[config.mk]
export PLATFORM = sky130hd
export DESIGN_NAME = hairline_dda_line_stepper
export DESIGN_NICKNAME = d
export VERILOG_FILES = /design/src/hdls_pkg.sv /design/src/hdls_front.sv /design/src/hdls_queue.sv /design/src/hdls_div.sv /design/src/hdls_back.sv /design/src/hairline_dda_line_stepper.sv
export VERILOG_INCLUDE_DIRS = /design/src /design/src/src
export SDC_FILE = /design/constraint.sdc
export NUM_CORES = 1
export LEC_CHECK = 0
export BUFFER_PORTS_ARGS = -buffer_cell sky130_fd_sc_hd__buf_2
export CAP_MARGIN = 20
export CORE_ASPECT_RATIO = 0.6
export CORE_UTILIZATION = 40
export CTS_CLUSTER_DIAMETER = 120
export DETAILED_ROUTE_END_ITERATION = 6
export GPL_ROUTABILITY_DRIVEN = 0
export PLACE_DENSITY_LB_ADDON = 0.08
export SLEW_MARGIN = 20
export SYNTH_ARGS = -nofsm -noshare
export SYNTH_HDL_FRONTEND = slang
export SYNTH_SLANG_ARGS = --single-unit
[constraint.sdc]
create_clock -name clk -period 9.5 [get_ports clk]
set_input_delay 0 -clock clk [delete_from_list [all_inputs] [get_ports clk]]
set_output_delay 0 -clock clk [all_outputs]
set_load 0.02 [all_outputs]
[src/hairline_dda_line_stepper_defines.svh]
// assertion macros used by the line stepper back end
`ifndef HAIRLINE_DDA_LINE_STEPPER_DEFINES_SVH
`define HAIRLINE_DDA_LINE_STEPPER_DEFINES_SVH
`ifndef SYNTHESIS
`define HDLS_ASSERT(lbl, prop) \
    lbl: assert property (@(posedge clk) disable iff (!rst_n) prop) \
        else $error("hdls assertion failed");
`define HDLS_ASSERT_NEXT(lbl, ante, cons) \
    lbl: assert property (@(posedge clk) disable iff (!rst_n) (ante) |=> (cons)) \
        else $error("hdls assertion failed");
`else
`define HDLS_ASSERT(lbl, prop)
`define HDLS_ASSERT_NEXT(lbl, ante, cons)
`endif
`endif

[src/hdls_pkg.sv]
// types and constants of the hairline line stepper
package hdls_pkg;

    localparam logic CMD_LOAD = 1'b0;
    localparam logic CMD_STEP = 1'b1;

    localparam logic [5:0] HALF_PIXEL_DOT6 = 6'd32;

    localparam int QUEUE_DEPTH = 2;
    localparam int QPTR_W      = 1;
    localparam int QCNT_W      = 2;

    localparam logic [4:0] DIV_STEPS = 5'd17;

    typedef struct packed {
        logic               command;
        logic               vertical;
        logic               neg;
        logic               degen;
        logic [21:0]        min_mag;
        logic [21:0]        maj_mag;
        logic signed [21:0] min0;
        logic [5:0]         frac;
        logic signed [16:0] pos;
        logic signed [16:0] stop;
    } entry_t;

    typedef struct packed {
        logic        start;
        logic [21:0] num;
        logic [21:0] den;
    } div_req_t;

    typedef struct packed {
        logic        busy;
        logic [16:0] quot;
    } div_rsp_t;

endpackage

[src/hdls_front.sv]
// front end: input register and segment classification
module hdls_front
(
    input  logic                clk,
    input  logic                rst_n,
    input  logic                in_valid,
    output logic                in_stall,
    input  logic                command,
    input  logic signed [21:0]  start_x,
    input  logic signed [21:0]  start_y,
    input  logic signed [21:0]  end_x,
    input  logic signed [21:0]  end_y,
    output logic                push,
    output hdls_pkg::entry_t    push_data,
    input  logic                q_full
);

    logic               hold_valid_reg;
    logic               hold_valid_next;
    logic               cmd_reg;
    logic signed [21:0] sx_reg;
    logic signed [21:0] sy_reg;
    logic signed [21:0] ex_reg;
    logic signed [21:0] ey_reg;
    logic               take;

    logic [22:0] dx;
    logic [22:0] dy;
    logic [22:0] ndx;
    logic [22:0] ndy;
    logic [21:0] adx;
    logic [21:0] ady;
    logic        vertical;
    logic        swap;
    logic [21:0] maj_s;
    logic [21:0] maj_e;
    logic [21:0] min_s;
    logic [21:0] min_e;
    logic [21:0] maj0;
    logic [21:0] maj1;
    logic [22:0] r0;
    logic [22:0] r1;

    assign in_stall = hold_valid_reg && q_full;
    assign take     = in_valid && !in_stall;
    assign push     = hold_valid_reg && !q_full;

    always_comb
    begin
        hold_valid_next = hold_valid_reg;
        if (take)
        begin
            hold_valid_next = 1'b1;
        end
        else if (push)
        begin
            hold_valid_next = 1'b0;
        end
    end

    always_ff @(posedge clk or negedge rst_n)
    begin
        if (!rst_n)
        begin
            hold_valid_reg <= 1'b0;
        end
        else
        begin
            hold_valid_reg <= hold_valid_next;
        end
    end

    always_ff @(posedge clk)
    begin
        if (take)
        begin
            cmd_reg <= command;
            sx_reg  <= start_x;
            sy_reg  <= start_y;
            ex_reg  <= end_x;
            ey_reg  <= end_y;
        end
    end

    // major axis, ordering along it and rounding of the major ends
    always_comb
    begin
        dx  = {ex_reg[21], ex_reg} - {sx_reg[21], sx_reg};
        dy  = {ey_reg[21], ey_reg} - {sy_reg[21], sy_reg};
        ndx = -dx;
        ndy = -dy;
        adx = dx[22] ? ndx[21:0] : dx[21:0];
        ady = dy[22] ? ndy[21:0] : dy[21:0];
        vertical = !(adx > ady);
        swap  = vertical ? dy[22] : dx[22];
        maj_s = vertical ? sy_reg : sx_reg;
        maj_e = vertical ? ey_reg : ex_reg;
        min_s = vertical ? sx_reg : sy_reg;
        min_e = vertical ? ex_reg : ey_reg;
        maj0  = swap ? maj_e : maj_s;
        maj1  = swap ? maj_s : maj_e;
        r0    = {maj0[21], maj0} + 23'd32;
        r1    = {maj1[21], maj1} + 23'd32;

        push_data.command  = cmd_reg;
        push_data.vertical = vertical;
        push_data.neg      = dx[22] ^ dy[22];
        push_data.min_mag  = vertical ? adx : ady;
        push_data.maj_mag  = vertical ? ady : adx;
        push_data.min0     = swap ? min_e : min_s;
        push_data.frac     = hdls_pkg::HALF_PIXEL_DOT6 - maj0[5:0];
        push_data.pos      = r0[22:6];
        push_data.stop     = r1[22:6];
        push_data.degen    = (r0[22:6] == r1[22:6]);
    end

endmodule

[src/hdls_queue.sv]
// two-entry queue between the front end and the stepping back end
module hdls_queue
(
    input  logic             clk,
    input  logic             rst_n,
    input  logic             push,
    input  hdls_pkg::entry_t push_data,
    output logic             full,
    input  logic             pop,
    output hdls_pkg::entry_t head,
    output logic             empty
);

    hdls_pkg::entry_t                 store_reg [hdls_pkg::QUEUE_DEPTH];
    logic [hdls_pkg::QPTR_W-1:0]      wr_ptr_reg;
    logic [hdls_pkg::QPTR_W-1:0]      wr_ptr_next;
    logic [hdls_pkg::QPTR_W-1:0]      rd_ptr_reg;
    logic [hdls_pkg::QPTR_W-1:0]      rd_ptr_next;
    logic [hdls_pkg::QCNT_W-1:0]      count_reg;
    logic [hdls_pkg::QCNT_W-1:0]      count_next;

    assign full  = (count_reg == hdls_pkg::QCNT_W'(hdls_pkg::QUEUE_DEPTH));
    assign empty = (count_reg == '0);
    assign head  = store_reg[rd_ptr_reg];

    always_comb
    begin
        wr_ptr_next = push ? wr_ptr_reg + 1'b1 : wr_ptr_reg;
        rd_ptr_next = pop ? rd_ptr_reg + 1'b1 : rd_ptr_reg;
        count_next  = count_reg;
        if (push && !pop)
        begin
            count_next = count_reg + 1'b1;
        end
        else if (pop && !push)
        begin
            count_next = count_reg - 1'b1;
        end
    end

    always_ff @(posedge clk or negedge rst_n)
    begin
        if (!rst_n)
        begin
            wr_ptr_reg <= '0;
            rd_ptr_reg <= '0;
            count_reg  <= '0;
        end
        else
        begin
            wr_ptr_reg <= wr_ptr_next;
            rd_ptr_reg <= rd_ptr_next;
            count_reg  <= count_next;
        end
    end

    always_ff @(posedge clk)
    begin
        if (push)
        begin
            store_reg[wr_ptr_reg] <= push_data;
        end
    end

endmodule

[src/hdls_div.sv]
// shift-subtract divider for the slope magnitude, one quotient bit a cycle
module hdls_div
(
    input  logic               clk,
    input  logic               rst_n,
    input  hdls_pkg::div_req_t req,
    output hdls_pkg::div_rsp_t rsp
);

    logic [4:0]  count_reg;
    logic [4:0]  count_next;
    logic [22:0] rem_reg;
    logic [21:0] den_reg;
    logic [16:0] quot_reg;
    logic [23:0] diff;
    logic        ge;
    logic [22:0] rem_sub;

    // numerator magnitude never exceeds the divisor, so 17 quotient bits suffice
    always_comb
    begin
        diff    = {1'b0, rem_reg} - {2'b00, den_reg};
        ge      = !diff[23];
        rem_sub = ge ? diff[22:0] : rem_reg;
        count_next = count_reg;
        if (req.start)
        begin
            count_next = hdls_pkg::DIV_STEPS;
        end
        else if (count_reg != 5'd0)
        begin
            count_next = count_reg - 5'd1;
        end
    end

    always_ff @(posedge clk or negedge rst_n)
    begin
        if (!rst_n)
        begin
            count_reg <= 5'd0;
        end
        else
        begin
            count_reg <= count_next;
        end
    end

    always_ff @(posedge clk)
    begin
        if (req.start)
        begin
            rem_reg <= {1'b0, req.num};
            den_reg <= req.den;
        end
        else if (count_reg != 5'd0)
        begin
            rem_reg  <= {rem_sub[21:0], 1'b0};
            quot_reg <= {quot_reg[15:0], ge};
        end
    end

    assign rsp.busy = (count_reg != 5'd0);
    assign rsp.quot = quot_reg;

endmodule

[src/hdls_back.sv]
// back end: segment set-up, pixel stepping and output register
`include "hairline_dda_line_stepper_defines.svh"
module hdls_back
(
    input  logic               clk,
    input  logic               rst_n,
    input  hdls_pkg::entry_t   head,
    input  logic               q_empty,
    output logic               pop,
    output logic               out_valid,
    input  logic               out_stall,
    output logic signed [15:0] pixel_x,
    output logic signed [15:0] pixel_y,
    output logic               last_pixel
);

    typedef enum logic [2:0]
    {
        ST_FETCH  = 3'b001,
        ST_DIVIDE = 3'b010,
        ST_SEED   = 3'b100
    } back_state_t;

    back_state_t        state_reg;
    back_state_t        state_next;
    logic               active_reg;
    logic               active_next;
    logic signed [16:0] pos_reg;
    logic signed [16:0] pos_next;
    logic signed [16:0] stop_reg;
    logic signed [16:0] stop_next;
    logic signed [32:0] acc_reg;
    logic signed [32:0] acc_next;
    logic signed [17:0] slope_reg;
    logic signed [17:0] slope_next;
    logic               vert_reg;
    logic               vert_next;
    logic               neg_reg;
    logic               neg_next;
    logic signed [21:0] min0_reg;
    logic signed [21:0] min0_next;
    logic [5:0]         frac_reg;
    logic [5:0]         frac_next;
    logic               out_valid_reg;
    logic               out_valid_next;
    logic [15:0]        px_reg;
    logic [15:0]        px_next;
    logic [15:0]        py_reg;
    logic [15:0]        py_next;
    logic               last_reg;
    logic               last_next;

    hdls_pkg::div_req_t div_req;
    hdls_pkg::div_rsp_t div_rsp;

    logic               out_free;
    logic               emit;
    logic               last_now;
    logic [16:0]        pos_inc;
    logic [17:0]        q_ext;
    logic [17:0]        q_neg;
    logic signed [24:0] prod;
    logic [18:0]        tshift;
    logic [32:0]        seed;

    hdls_div u_div
    (
        .clk   (clk),
        .rst_n (rst_n),
        .req   (div_req),
        .rsp   (div_rsp)
    );

    assign out_free = !out_valid_reg || !out_stall;
    assign pos_inc  = pos_reg + 17'd1;
    assign last_now = (pos_inc == stop_reg);
    assign emit     = (state_reg == ST_FETCH) && !q_empty
                      && (head.command == hdls_pkg::CMD_STEP) && active_reg && out_free;

    always_comb
    begin
        q_ext  = {1'b0, div_rsp.quot};
        q_neg  = -q_ext;
        prod   = 25'(slope_reg) * 25'($signed({1'b0, frac_reg}));
        tshift = prod[24:6];
        seed   = {min0_reg[21], min0_reg, 10'd0} + {{14{tshift[18]}}, tshift};
    end

    always_comb
    begin
        state_next  = state_reg;
        active_next = active_reg;
        pos_next    = pos_reg;
        stop_next   = stop_reg;
        acc_next    = acc_reg;
        slope_next  = slope_reg;
        vert_next   = vert_reg;
        neg_next    = neg_reg;
        min0_next   = min0_reg;
        frac_next   = frac_reg;
        pop         = 1'b0;
        div_req.start = 1'b0;
        div_req.num   = head.min_mag;
        div_req.den   = head.maj_mag;

        case (state_reg)
            ST_FETCH:
            begin
                if (!q_empty)
                begin
                    if (head.command == hdls_pkg::CMD_LOAD)
                    begin
                        pop         = 1'b1;
                        active_next = 1'b0;
                        pos_next    = head.pos;
                        stop_next   = head.stop;
                        vert_next   = head.vertical;
                        neg_next    = head.neg;
                        min0_next   = head.min0;
                        frac_next   = head.frac;
                        if (!head.degen)
                        begin
                            div_req.start = 1'b1;
                            state_next    = ST_DIVIDE;
                        end
                    end
                    else if (!active_reg)
                    begin
                        pop = 1'b1;
                    end
                    else if (out_free)
                    begin
                        pop      = 1'b1;
                        pos_next = pos_inc;
                        acc_next = acc_reg + {{15{slope_reg[17]}}, slope_reg};
                        if (last_now)
                        begin
                            active_next = 1'b0;
                        end
                    end
                end
            end
            ST_DIVIDE:
            begin
                if (!div_rsp.busy)
                begin
                    slope_next = neg_reg ? q_neg : q_ext;
                    state_next = ST_SEED;
                end
            end
            ST_SEED:
            begin
                acc_next    = seed;
                active_next = 1'b1;
                state_next  = ST_FETCH;
            end
            default:
            begin
                state_next = ST_FETCH;
            end
        endcase
    end

    always_comb
    begin
        out_valid_next = out_valid_reg && out_stall;
        px_next        = px_reg;
        py_next        = py_reg;
        last_next      = last_reg;
        if (emit)
        begin
            out_valid_next = 1'b1;
            px_next        = vert_reg ? acc_reg[31:16] : pos_reg[15:0];
            py_next        = vert_reg ? pos_reg[15:0] : acc_reg[31:16];
            last_next      = last_now;
        end
    end

    always_ff @(posedge clk or negedge rst_n)
    begin
        if (!rst_n)
        begin
            state_reg     <= ST_FETCH;
            active_reg    <= 1'b0;
            pos_reg       <= '0;
            stop_reg      <= '0;
            acc_reg       <= '0;
            slope_reg     <= '0;
            vert_reg      <= 1'b0;
            out_valid_reg <= 1'b0;
        end
        else
        begin
            state_reg     <= state_next;
            active_reg    <= active_next;
            pos_reg       <= pos_next;
            stop_reg      <= stop_next;
            acc_reg       <= acc_next;
            slope_reg     <= slope_next;
            vert_reg      <= vert_next;
            out_valid_reg <= out_valid_next;
        end
    end

    always_ff @(posedge clk)
    begin
        neg_reg  <= neg_next;
        min0_reg <= min0_next;
        frac_reg <= frac_next;
        px_reg   <= px_next;
        py_reg   <= py_next;
        last_reg <= last_next;
    end

    assign out_valid  = out_valid_reg;
    assign pixel_x    = px_reg;
    assign pixel_y    = py_reg;
    assign last_pixel = last_reg;

    `HDLS_ASSERT(a_div_only_in_divide, div_rsp.busy |-> (state_reg == ST_DIVIDE))
    `HDLS_ASSERT_NEXT(a_last_ends_segment, emit && last_now, !active_reg)
    `HDLS_ASSERT(a_emit_inside_segment, emit |-> (pos_reg < stop_reg))

endmodule

[src/hairline_dda_line_stepper.sv]
// top level of the hairline line stepper
// A run of step commands gives one pixel per cycle while the output is not stalled.
// A load that draws something holds the back end while it is taken, while the
// shift-subtract slope divider works (one quotient bit a cycle), while the quotient
// is picked up and while the minor accumulator is seeded; a load whose rounded major
// ends coincide is only taken. Commands pass an input register and a two-entry queue,
// so the input takes up to three further transfers while a load is divided. At the
// earliest, a step whose segment is ready passes the input register, the queue and
// the output register before its pixel shows on the output.
module hairline_dda_line_stepper
(
    input  logic               clk,
    input  logic               rst_n,
    input  logic               in_valid,
    output logic               in_stall,
    input  logic               command,
    input  logic signed [21:0] start_x,
    input  logic signed [21:0] start_y,
    input  logic signed [21:0] end_x,
    input  logic signed [21:0] end_y,
    output logic               out_valid,
    input  logic               out_stall,
    output logic signed [15:0] pixel_x,
    output logic signed [15:0] pixel_y,
    output logic               last_pixel
);

    logic             push;
    hdls_pkg::entry_t push_data;
    logic             q_full;
    logic             q_empty;
    logic             pop;
    hdls_pkg::entry_t head;

    hdls_front u_front
    (
        .clk       (clk),
        .rst_n     (rst_n),
        .in_valid  (in_valid),
        .in_stall  (in_stall),
        .command   (command),
        .start_x   (start_x),
        .start_y   (start_y),
        .end_x     (end_x),
        .end_y     (end_y),
        .push      (push),
        .push_data (push_data),
        .q_full    (q_full)
    );

    hdls_queue u_queue
    (
        .clk       (clk),
        .rst_n     (rst_n),
        .push      (push),
        .push_data (push_data),
        .full      (q_full),
        .pop       (pop),
        .head      (head),
        .empty     (q_empty)
    );

    hdls_back u_back
    (
        .clk        (clk),
        .rst_n      (rst_n),
        .head       (head),
        .q_empty    (q_empty),
        .pop        (pop),
        .out_valid  (out_valid),
        .out_stall  (out_stall),
        .pixel_x    (pixel_x),
        .pixel_y    (pixel_y),
        .last_pixel (last_pixel)
    );

endmodule

* Word level (Yosys, flattened, before mapping) *
Memories as Yosys holds them, arrays and structs flattened.
Index checks and enable logic that the tools add are counted.
W data, S select, Z words.

storage, ports and cells
  register bits = 314
  bits in writable memories = 220
  bits of input ports = 93
  output and inout port bits = 35
  memories kept = 1

memory list
  memory             words  bits a word  read ports  clocked after Yosys merged registers in  wr ports  RTL line          RTL
  u_queue.store_reg  2      110          1           0                                        1         hdls_queue.sv:14  hdls_pkg::entry_t store_reg [hdls_pkg::QUEUE_DEPTH];

cells by class
  $add $sub $neg = 17
  $mul = 1
  magnitude comparators = 1
  eq/ne operators = 15
  mux-type cells = 55
  bitwise operators = 5
  reduce and logical (&&, ||, !) cells = 33

operator list
  cell                     number
  $mux W22                 14
  $mux W33                 4
  $pmux W33 S2             1
  $mux W17                 3
  $add A22 B7 Y23 const B  2
  $sub A22 B22 Y23         2
  $neg A22 Y22             2
  $eq A17 B17 Y1           2
  $add A32 B19 Y33         1
  $add A33 B33 Y33         1
  $mux W16                 2
  $mul A18 B7 Y25          1
  $sub A23 B22 Y24         1
  $gt A22 B22 Y1           1
  $mux W1                  20
  $mux W18                 1
  $neg A17 Y18             1
  $add A17 B1 Y17 const B  1
  $mux W3                  4
  $ne A2 B2 Y1 const B     6
  $logic_and A1 B1 Y1      10
  $mux W5                  2
  $logic_not A1 Y1         9
  $reduce_and A4 Y1        2
  other kinds (22)         34

* Logic depth before layout (Yosys ltp) *
Gate-level depths: netlist of the first run.

  depth after elaboration = 10
  mapped depth = 39
  depth with buffers taken out = 36

* Cells and area by module *
A second synthesis of the first run with hierarchy kept.

unflattened totals
  cell total of the unflattened synthesis = 3396
  area, all modules = 35521.6 sq um

by module, submodules not included
  module      instances  cells each  area an instance (sq um)  sequential area each (sq um)
  hdls_back   1          1406        13086.3                   4115.2
  hdls_front  1          1292        10437.5                   2697.6
  hdls_queue  1          358         8154.1                    6706.4
  hdls_div    1          340         3843.7                    1976.9

* Worst setup path before layout of the first run *
Ideal clock, no wire load.

  path type = register to register
  from = reg u_front.sy_reg[1]
  to = mem u_queue.store_reg[0][106] in the netlist's numbering (data pin)
  setup time = 262 ps
  arrival time = 8218 ps
  data required time = 9238 ps
  path slack = 1020 ps
  stages on the path, launching flop included = 37
  clock period less this slack = 8480 ps
  path through = edfxtp_1 -> inv_1 -> ha_1 -> nor2b_1 -> o21a_1 -> o21ai_0 -> a31oi_1 -> o21ai_0 -> a21oi_1 -> a2111oi_0 -> nor4b_1 -> nor3b_2 -> inv_1 -> a2111oi_0 -> nor2_1 -> ha_1 -> and3_1 -> nand3_1 -> or3_1 -> a21bo_2 -> nor2_1 -> inv_1 -> buf_2 -> buf_2 -> buf_1 -> clkbuf_1 -> clkbuf_1 -> a211oi_1 -> a31oi_1 -> ha_1 -> o31ai_1 -> or4_4 -> a31oi_4 -> xor3_1 -> nand4b_1 -> nand4b_1 -> nor4b_2

RTL lines
  element                 RTL line          RTL
  from (decl)             hdls_front.sv:22  logic signed [21:0] sy_reg;
  from (signal assigned)  hdls_front.sv:79  sy_reg <= start_y;
  to (decl)               hdls_queue.sv:14

==> results of run 1 <==
layer usage:
| layer | GRT usage, % | part of all wire [%] |
|---|---|---|
| met1 | 36.1 | 51 |
| met5 | 0.163 | 0 |
| met2 | 32.7 | 41 |
| met3 | 4.25 | 7.4 |
| met4 | 3.77 | 1.4 |
cell usage in the layout, fill, tap and decap left out, types with 18 or more instances in the layout:
master                          count
sky130_fd_sc_hd__nand4_1           18
sky130_fd_sc_hd__and3_1            35
sky130_fd_sc_hd__or3_1             29
sky130_fd_sc_hd__mux2i_1          113
sky130_fd_sc_hd__nor4_1            22
sky130_fd_sc_hd__nand3_1           60
sky130_fd_sc_hd__dfrtp_1           98
sky130_fd_sc_hd__a211oi_1          75
sky130_fd_sc_hd__o21ai_0          186
sky130_fd_sc_hd__nor2_1           212
sky130_fd_sc_hd__buf_4             61
sky130_fd_sc_hd__xor2_1            92
sky130_fd_sc_hd__and2_1            73
sky130_fd_sc_hd__nor2b_1           49
sky130_fd_sc_hd__o211ai_1          23
sky130_fd_sc_hd__nor3_1            77
sky130_fd_sc_hd__a21o_1            44
sky130_fd_sc_hd__edfxtp_1         432
sky130_fd_sc_hd__xnor2_1          132
sky130_fd_sc_hd__fa_1              79
sky130_fd_sc_hd__mux2_2            88
sky130_fd_sc_hd__ha_1             197
sky130_fd_sc_hd__clkbuf_16         53
sky130_fd_sc_hd__nand2_1          277
sky130_fd_sc_hd__a21oi_1          179
sky130_fd_sc_hd__a31oi_1           54
sky130_fd_sc_hd__inv_1            196
sky130_fd_sc_hd__dlygate4sd3_1     93
sky130_fd_sc_hd__o21a_1            21
sky130_fd_sc_hd__buf_2            126
sky130_fd_sc_hd__nand2b_1          21
cell families after synthesis:
group,Yosys count
flops,533
simple gates,954
compound gates,720
buf+inv,325
mux,201
fa+ha+maj,279
xor+xnor,231
area by class of cell:
| type | instances | share of cell area, % |
|---|---|---|
| diodes | 2 | 0.0127 |
| well taps | 1134 | 3.61 |
| repair buffers | 281 | 5.21 |
| flip-flops and latches | 533 | 39.4 |
| clock inverters | 31 | 0.949 |
| multi-input cells | 2385 | 45.2 |
| clock buffers | 68 | 3.67 |
| inverters | 198 | 1.90 |
repair_timing:
item | 4_1_cts | 5_1_grt
setup buffers | 0 | 8
hold buffers | 94 | 0
gates resized for setup | 1 | 15
hold endpoints to repair | 157 | 0
pin swaps | 0 | 2
setup endpoints to repair | 2 | 7
final timing paths:
path	cells past startpoint	to	slack, ps	startpoint
setup / recovery	34	u_queue.store_reg[1][106]$_DFFE_PP_	340	u_front.ex_reg[5]$_DFFE_PP_
hold / removal	2	u_front.ex_reg[13]$_DFFE_PP_	60	end_x[13]
setup reg to reg	34	u_queue.store_reg[1][106]$_DFFE_PP_	340	u_front.ex_reg[5]$_DFFE_PP_
hold reg to reg	0	u_back.u_div.quot_reg[1]$_DFFE_PP_	480	u_back.u_div.quot_reg[0]$_DFFE_PP_
max in group asynchronous	4	u_queue.rd_ptr_reg$_DFFE_PN0P_	8100	rst_n
min in group asynchronous	3	u_back.state_reg[0]$_DFFE_PN1P_	510	rst_n
per-stage QoR:
step / util [%] / setup WS, ps
after floorplan: - / 1020
after global placement: 43.1 / 283
after detailed placement: 43.1 / -26.8
after CTS: 46.4 / 99.4
after global routing: 46.6 / -23.9
final: 46.6 / 345
synthesized netlist by cell type, drive strengths merged, types with 6 or more instances:
master,instances
a21o,44
a21oi,181
or2,13
buf,39
a2111oi,10
o211ai,23
nor3b,8
nor2,219
nor3,80
nor2b,49
a211oi,77
dfrtp,99
a22oi,6
o22ai,7
xor2,92
nand2b,21
and2,75
o41ai,7
o21ai,189
a211o,17
a31o,6
inv,198
xnor2,135
and3,36
and4,8
ha,198
o21bai,6
mux2i,113
clkbuf,88
mux2,88
edfxtp,432
nand3,61
a31oi,56
nand4b,6
o31ai,18
or4,7
fa,79
or3,29
nand2,281
o21a,21
nor4,26
nand4,18
o2111ai,7
a21boi,10
==> results.sh, run 1 <==
export IMPL_post_route_period_util_pct=96.4
export IMPL_yosysTopAreaCell="sky130_fd_sc_hd__edfxtp_1"
export IMPL_detailed_place_area_um2=36400
export IMPL_placement_io_buffers=127
export IMPL_cts_sink_count=533
export IMPL_setup_worst_path_class="reg -> reg"
export IMPL_worst_path_dominant_cell_family="simple AND/OR/NAND/NOR gates"
export IMPL_period_needed_ps=9160
export IMPL_critical_path_peak_fanout=20
export IMPL_detail_route_iter0_violations=2552
export IMPL_area_fraction_in_compound_gates_after_synthesis_pct=13.4
export IMPL_dominant_combinational_cell_family_by_area_after_synthesis="simple AND/OR/NAND/NOR gates"
export IMPL_grt_pass1_vias=25012
export IMPL_synthAdderAreaFrac_pct=11.9
export IMPL_layout_drive_gt1_share_pct=12.4
export IMPL_clk_insertion_delay_late_ps=650
export IMPL_setup_tns_final_ps=0
export IMPL_yosysWarningCount=0
export IMPL_drt_wl_total_um=101000
export IMPL_synth_async_reset_ratio_pct=18.8
export IMPL_worstSetupStartpointType="register"
export IMPL_die_x_um=381
export IMPL_fp_dieH_um=229
export IMPL_synth_seq_area_share_pct=45.1
export IMPL_max_clock_freq_ghz=0.109
export IMPL_finalSetupViolCount=0
export IMPL_first_pass_iters=5
export IMPL_hold_class="in -> reg"
export IMPL_vias=25812
export IMPL_start_util_pct=40.8
export IMPL_grt_first_pass_wirelength_um=154000
export IMPL_fp_coreArea_um2=84300
export IMPL_synthTopCellsByArea="sky130_fd_sc_hd__edfxtp_1 38%, sky130_fd_sc_hd__dfrtp_1 7.2%, sky130_fd_sc_hd__ha_1 7.2%, sky130_fd_sc_hd__fa_1 4.6%, sky130_fd_sc_hd__xnor2_1 3.4%"
export IMPL_critical_path_slowest_cell="sky130_fd_sc_hd__nor4_2"
export IMPL_post_route_worst_hold_slack_ps=56.1
export IMPL_synth_area_mux_share_pct=6.17
export IMPL_hold_violations=0
export IMPL_critPathMaxStageDelay_ps=560
export IMPL_maximum_count_of_clock_buffers_along_a_single_path=3
export IMPL_cts_tree="done"
export IMPL_ports=128
export IMPL_globalRouteOverflowTotal=0
export IMPL_max_cap_viol_count=0
export IMPL_fin_nets=3822
export IMPL_outcome="completed"
export IMPL_rows=82
export IMPL_syn2layout_area_growth_pct=14.3
export IMPL_hpwlAfterDp_um=76000
export IMPL_worst_setup_hold_path_clk_slew_ps=70
export IMPL_htree_levels=2
export IMPL_n_fill_cell=7894
export IMPL_cts_buffers_inserted=53
export IMPL_dominantRegCellSynth="sky130_fd_sc_hd__edfxtp_1"
export IMPL_synthesis_instances=3243
export IMPL_critical_path_arrival_ps=9610
export IMPL_fin_skew_ps=30.9
export IMPL_grt_start_max_net_pins=71
export IMPL_multiInputGateArea_um2=17800
export IMPL_syn_cell_area_um2=34400
export IMPL_post_synthesis_xor_xnor_area_fraction_pct=6.07
export IMPL_cts_root_buf="sky130_fd_sc_hd__clkbuf_16"
export IMPL_netlist_cell_type_count=98
export IMPL_postSynthRegisterBits=533
export IMPL_post_synth_and_or_nand_nor_area_fraction_pct=13.8
export IMPL_post_dr_wirelength_cell_um=21.8
export IMPL_design_area_um2=39300
export IMPL_largest_register_ff_count=220
export IMPL_synth_fp_nets=3613
export IMPL_track_usage_pct=22.9
export IMPL_post_synth_edffs=432
export IMPL_timing_worst_slew_pin_value_ps=1180
export IMPL_grt_antenna_before_repair=6
export IMPL_worst_endpoint_required_ps=9950
export IMPL_timing_max_slew_rel_slack_pct=20.9
export IMPL_synth_top_area_share_pct=37.7
export IMPL_crit_path_buf_inv_count=3
export IMPL_remaining_drc_errors=0
export IMPL_timing_max_transition_violations_final=0
export IMPL_avgViaCountPerCell=5.57
export IMPL_final_cell_count_no_fill=4632
export IMPL_antenna_violating_nets_post_route=0
export IMPL_crit_path_end_kind="register"
export IMPL_register_area_um2=15500
export IMPL_syn_mean_instance_area_um2=10.6
export IMPL_die_area_um2=87200
export IMPL_dp_cells=4429
Power of run 1 is not shown: default switching activity piles up to over one toggle a cycle in this logic, so the estimate is an artifact.
==> run 2, diff against run 1 <==
Settings changed: GPL_TIMING_DRIVEN set to 0, MAX_ROUTING_LAYER set to met4.
==> run 2 against run 1 <==
First-iteration DRC count decreased by 2.4%. Clock skew shrank 6.0 ps. Critical path depth is 1 lower. Wire length is 8.0% higher. Register-to-register slack worse by 150 ps. Sequential cell count unchanged. Non-clock buffer count grew 109. Setup slack worse by 150 ps. Largest cell class unchanged. Cell area up 2.8%. Via count is 4.6% higher.
==> results.sh, run 2 (same netlist as run 1, synthesis figures left out) <==
export IMPL_critPathMaxStageDelay_ps=650
export IMPL_globalRouteOverflowTotal=0
export IMPL_largest_register_ff_count=220
export IMPL_post_route_worst_setup_slack_ps=194
export IMPL_placement_io_buffers=127
export IMPL_antenna_violating_nets_post_route=0
export IMPL_cts_tree="done"
export IMPL_setup_worst_path_class="reg -> reg"
export IMPL_layout_drive_gt1_share_pct=13.7
export IMPL_critical_path_peak_fanout=10
export IMPL_wl_met1_um=54000
export IMPL_grt_antenna_before_repair=1
export IMPL_worstSetupStartpointType="register"
export IMPL_detailedPlace_worstSlack_ps=-2800
export IMPL_max_cap_viol_count=0
export IMPL_htree_levels=2
export IMPL_grt_start_max_net_pins=71
export IMPL_first_pass_iters=7
export IMPL_most_common_layout_cells="432 x sky130_fd_sc_hd__edfxtp_1, 277 x sky130_fd_sc_hd__nand2_1, 213 x sky130_fd_sc_hd__nor2_1, 196 x sky130_fd_sc_hd__ha_1, 195 x sky130_fd_sc_hd__inv_1"
export IMPL_critical_path_arrival_ps=9810
export IMPL_cts_root_buf="sky130_fd_sc_hd__clkbuf_16"
export IMPL_die_area_um2=87200
export IMPL_cts_buffers_inserted=54
export IMPL_grt_pass1_vias=26089
export IMPL_post_route_period_util_pct=98.0
export IMPL_outcome="completed"
export IMPL_layout_commonest_cell="sky130_fd_sc_hd__edfxtp_1"
export IMPL_ports=128
export IMPL_postLayoutCoreUtil_pct=47.9
export IMPL_timing_max_transition_violations_final=0
export IMPL_met3RoutedLength_um=9380
export IMPL_fin_skew_ps=24.8
export IMPL_crit_path_end_kind="register"
export IMPL_cts_sink_count=533
export IMPL_start_util_pct=40.8
export IMPL_hpwlAfterDp_um=83900
export IMPL_rows=82
export IMPL_syn2layout_area_growth_pct=17.5
export IMPL_grt_first_pass_wirelength_um=164000
export IMPL_remaining_drc_errors=0
export IMPL_fp_coreArea_um2=84300
export IMPL_period_needed_ps=9310
export IMPL_r2r_setup_slack_ps=190
export IMPL_clk_insertion_delay_late_ps=640
export IMPL_fin_nets=3932
export IMPL_detail_route_iter0_violations=2492
export IMPL_hold_violations=0
export IMPL_post_dr_wirelength_cell_um=23.0
export IMPL_timing_worst_slew_pin_value_ps=1140
export IMPL_met2_wirelength_um=43900
export IMPL_finalSetupViolCount=0
export IMPL_vias=27011
export IMPL_worst_endpoint_required_ps=10000
export IMPL_hold_class="in -> reg"
export IMPL_timing_max_slew_rel_slack_pct=23.8
export IMPL_critical_path_slowest_cell="sky130_fd_sc_hd__clkbuf_1"
export IMPL_track_usage_pct=25.4
export IMPL_highest_signal_layer="met4"
export IMPL_max_clock_freq_ghz=0.107
export IMPL_fp_dieH_um=229
export IMPL_worst_setup_hold_path_clk_slew_ps=60
export IMPL_maximum_count_of_clock_buffers_along_a_single_path=3
export IMPL_drt_wl_total_um=109000
export IMPL_avgViaCountPerCell=5.69
export IMPL_die_x_um=381
-- run 2: final cells by class --
class / instances / area [um^2]
antenna: 1 / 2.50
buffer: 121 / 594
clock buffer: 64 / 1420
clock inverter: 38 / 449
fill: 7742 / 43900
inverter: 198 / 743
multi-input combinational: 2385 / 18100
sequential: 533 / 15500
tap: 1134 / 1420
timing repair buffer: 269 / 2170
-- run 2: what timing repair did --
item | in CTS | in global routing
gates resized for setup | 56 | 76
pin swaps | 2 | 10
hold endpoints to repair | 194 | 0
hold buffers | 94 | 0
gates cloned | 0 | 0
endpoints found under the setup margin | 107 | 13
buffers inserted | 7 | 28
-- run 2: worst paths after layout --
path / endpoint / cells after the start / startpoint
hold / removal: u_front.sy_reg[8]$_DFFE_PP_ / 2 / start_y[8]
hold reg to reg: u_queue.store_reg[0][109]$_DFFE_PP_ / 0 / u_front.cmd_reg$_DFFE_PP_
min in group asynchronous: u_back.slope_reg[4]$_DFFE_PN0P_ / 4 / rst_n
setup / recovery: u_queue.store_reg[0][106]$_DFFE_PP_ / 33 / u_front.ey_reg[1]$_DFFE_PP_
setup reg to reg: u_queue.store_reg[0][106]$_DFFE_PP_ / 33 / u_front.ey_reg[1]$_DFFE_PP_
max in group asynchronous: u_back.stop_reg[15]$_DFFE_PN0P_ / 4 / rst_n
-- run 2: through the flow --
stage | cell area (um^2) | instances | hold slack, ps | setup TNS (ps)
4_1_cts | 39900 | 4717 | 22.5 | 0
3_3_place_gp | 36400 | 4504 | 176 | -143180
3_5_place_dp | 36800 | 4517 | -80.5 | -89000
5_1_grt | 40400 | 4742 | 42.0 | -148
2_1_floorplan | 34400 | 3243 | -296 | 0
6_report | 40400 | 4743 | 60.9 | 0
-- run 2: routing by layer --
layer  GRT usage (%)  vias to the layer above
met5               -                        -
met1            39.0                    13382
met2            34.5                     1040
met4            4.79                        0
met3            4.61                      143
li1                -                    12446
-- run 2: critical path, delay by kind of cell (launching register included) --
family,cells,cell delay [ps]
AO/OA/AOI/OAI,12,3510
buffers and inverters,8,2240
AND/OR/NAND/NOR,9,1750
adder cells (fa/ha/maj),2,640
flip-flops,1,540
XOR/XNOR,2,470
Power of run 2 is left out for the same reason.
==> run 3, diff against run 2 <==
Settings changed: RECOVER_POWER set to 25.
==> run 3 against run 2 <==
The run now ends with design-rule violations, max-capacitance violations, max-slew violations left. Clock-buffer cell count stayed put. Hold slack better by 4.6 ps. Utilization decreased by 0.15 points. Critical endpoint unchanged. Highest routed layer unchanged.
==> results.sh, run 3 (same netlist as run 1, synthesis figures left out) <==
export IMPL_die_area_um2=87200
export IMPL_grt_antenna_before_repair=1
export IMPL_start_util_pct=40.8
export IMPL_cts_buffers_inserted=54
export IMPL_cts_tree="done"
export IMPL_violations_in_the_final_reports="design-rule violations, max-capacitance violations, max-slew violations"
export IMPL_max_cap_viol_count=4
export IMPL_maximum_count_of_clock_buffers_along_a_single_path=3
export IMPL_setup_worst_path_class="reg -> reg"
export IMPL_fp_coreArea_um2=84300
export IMPL_timing_worst_slew_pin_value_ps=4160
export IMPL_dp_cells=4517
export IMPL_grt_first_pass_wirelength_um=164000
export IMPL_worst_setup_hold_path_clk_slew_ps=60
export IMPL_cts_sink_count=533
export IMPL_period_needed_ps=9320
export IMPL_detail_route_iter0_violations=2505
export IMPL_insertedDiodeCount=0
export IMPL_fin_nets=3932
export IMPL_fin_skew_ps=22.8
export IMPL_placement_io_buffers=127
export IMPL_ports=128
export IMPL_count_of_cells_along_the_worst_register_to_register_path=30
export IMPL_die_x_um=381
export IMPL_drt_wl_total_um=109000
export IMPL_grt_pass1_vias=26089
export IMPL_finalSetupViolCount=0
export IMPL_remaining_drc_errors=17
export IMPL_grt_start_max_net_pins=71
export IMPL_hpwlAfterDp_um=83900
export IMPL_cts_root_buf="sky130_fd_sc_hd__clkbuf_16"
export IMPL_outcome="complete, but fails checks"
export IMPL_layout_commonest_cell="sky130_fd_sc_hd__edfxtp_1"
export IMPL_fp_dieH_um=229
export IMPL_timing_hold_worst_start="start_y[8]"
export IMPL_critical_path_slowest_cell="sky130_fd_sc_hd__clkbuf_1"
export IMPL_worstSetupStartpointType="register"
export IMPL_avgViaCountPerCell=5.69
export IMPL_critical_path_reg2reg_endpoint="u_queue.store_reg[0][106]$_DFFE_PP_"
export IMPL_hold_class="in -> reg"
export IMPL_hold_violations=0
export IMPL_post_route_worst_setup_slack_ps=182
export IMPL_htree_levels=2
export IMPL_vias=26980
export IMPL_max_clock_freq_ghz=0.107
export IMPL_critical_path_arrival_ps=9810
export IMPL_crit_path_end_kind="register"
export IMPL_r2r_setup_slack_ps=180
export IMPL_timing_max_slew_rel_slack_pct=-177
export IMPL_most_common_layout_cells="432 x sky130_fd_sc_hd__edfxtp_1, 277 x sky130_fd_sc_hd__nand2_1, 214 x sky130_fd_sc_hd__nor2_1, 196 x sky130_fd_sc_hd__ha_1, 195 x sky130_fd_sc_hd__inv_1"
export IMPL_post_route_period_util_pct=98.1
export IMPL_antenna_violating_nets_post_route=0
export IMPL_critPathMaxStageDelay_ps=670
export IMPL_first_pass_iters=7
export IMPL_timing_max_transition_violations_final=144
export IMPL_critical_path_top_cell_by_count="sky130_fd_sc_hd__buf_2"
export IMPL_largest_register_ff_count=220
export IMPL_crit_reg2reg_launch="u_front.sy_reg[7]$_DFFE_PP_"
export IMPL_hold_path_cell_count=2
export IMPL_min_delay_worst_endpoint="u_front.sy_reg[8]$_DFFE_PP_"
export IMPL_critical_path_peak_fanout=10
export IMPL_final_cell_count_no_fill=4742
export IMPL_worst_endpoint_required_ps=10000
export IMPL_post_dr_wirelength_cell_um=23.0
export IMPL_rows=82
export IMPL_track_usage_pct=25.4
export IMPL_detailedPlace_worstSlack_ps=-2800
export IMPL_clk_insertion_delay_late_ps=640
export IMPL_layout_drive_gt1_share_pct=12.2
export IMPL_globalRouteOverflowTotal=0
export IMPL_syn2layout_area_growth_pct=17.1
-- run 3: cell count changes in the layout (fill, tap and decap cells not counted), sizes merged --
cell    change
clkbuf     +50
buf        -50
diode       -1
-- run 3: what timing repair did --
item / 4_1_cts / 5_1_grt
resized for setup: 56 / 76
setup endpoints to repair: 107 / 13
setup buffers: 7 / 28
hold buffers: 94 / 0
pin swaps: 2 / 10
gates cloned: 0 / 0
hold endpoints to repair: 194 / 0
-- run 3: final cells by class --
type | count | area [um^2]
clock buffers | 64 | 1420
inverters | 198 | 743
well taps | 1134 | 1420
repair buffers | 269 | 2060
multi-input cells | 2385 | 18100
flip-flops and latches | 533 | 15500
clock inverters | 38 | 449
fillers | 7784 | 44100
plain buffers | 121 | 594
-- run 3: critical path, delay by kind of cell (launching register included) --
| kind | cells | cell delay, ps |
|---|---|---|
| buf+inv | 10 | 2850 |
| simple gates | 9 | 2430 |
| compound gates | 6 | 1870 |
| xor+xnor | 3 | 830 |
| fa+ha+maj | 2 | 590 |
| flops | 1 | 570 |
-- run 3: how the worst max path moves through the flow --
stage,from,to,slack (ps),cells past startpoint
5_1_grt,u_front.ey_reg[1]$_DFFE_PP_,u_queue.store_reg[1][106]$_DFFE_PP_,-70,33
2_1_floorplan,u_front.sy_reg[1]$_DFFE_PP_,u_queue.store_reg[0][106]$_DFFE_PP_,1020,36
6_report,u_front.sy_reg[7]$_DFFE_PP_,u_queue.store_reg[0][106]$_DFFE_PP_,180,30
4_1_cts,u_back.frac_reg[2]$_DFFE_PP_,u_back.acc_reg[31]$_DFFE_PN0P_,2,30
3_5_place_dp,u_front.sy_reg[1]$_DFFE_PP_,u_queue.store_reg[1][106]$_DFFE_PP_,-2800,35
3_3_place_gp,u_front.sy_reg[1]$_DFFE_PP_,u_queue.store_reg[0][106]$_DFFE_PP_,-3180,35
-- run 3: stage by stage --
step	setup TNS, ps	util (%)	area, um^2	hold slack, ps
2_1_floorplan	0	-	34400	-296
3_3_place_gp	-143180	43.2	36400	176
3_5_place_dp	-89000	43.6	36800	-80.5
4_1_cts	0	47.3	39900	22.5
5_1_grt	-148	47.8	40300	42.0
6_report	0	47.8	40300	65.5
-- run 3: layer usage --
| metal | global-route usage [%] | up-vias | wire length, um |
|---|---|---|---|
| met5 | - | - | 0 |
| met4 | 4.79 | 0 | 2050 |
| met3 | 4.61 | 159 | 9130 |
| met2 | 34.5 | 1019 | 43800 |
| met1 | 39.0 | 13363 | 54300 |
| li1 | - | 12439 | - |
Power of run 3 is left out for the same reason.
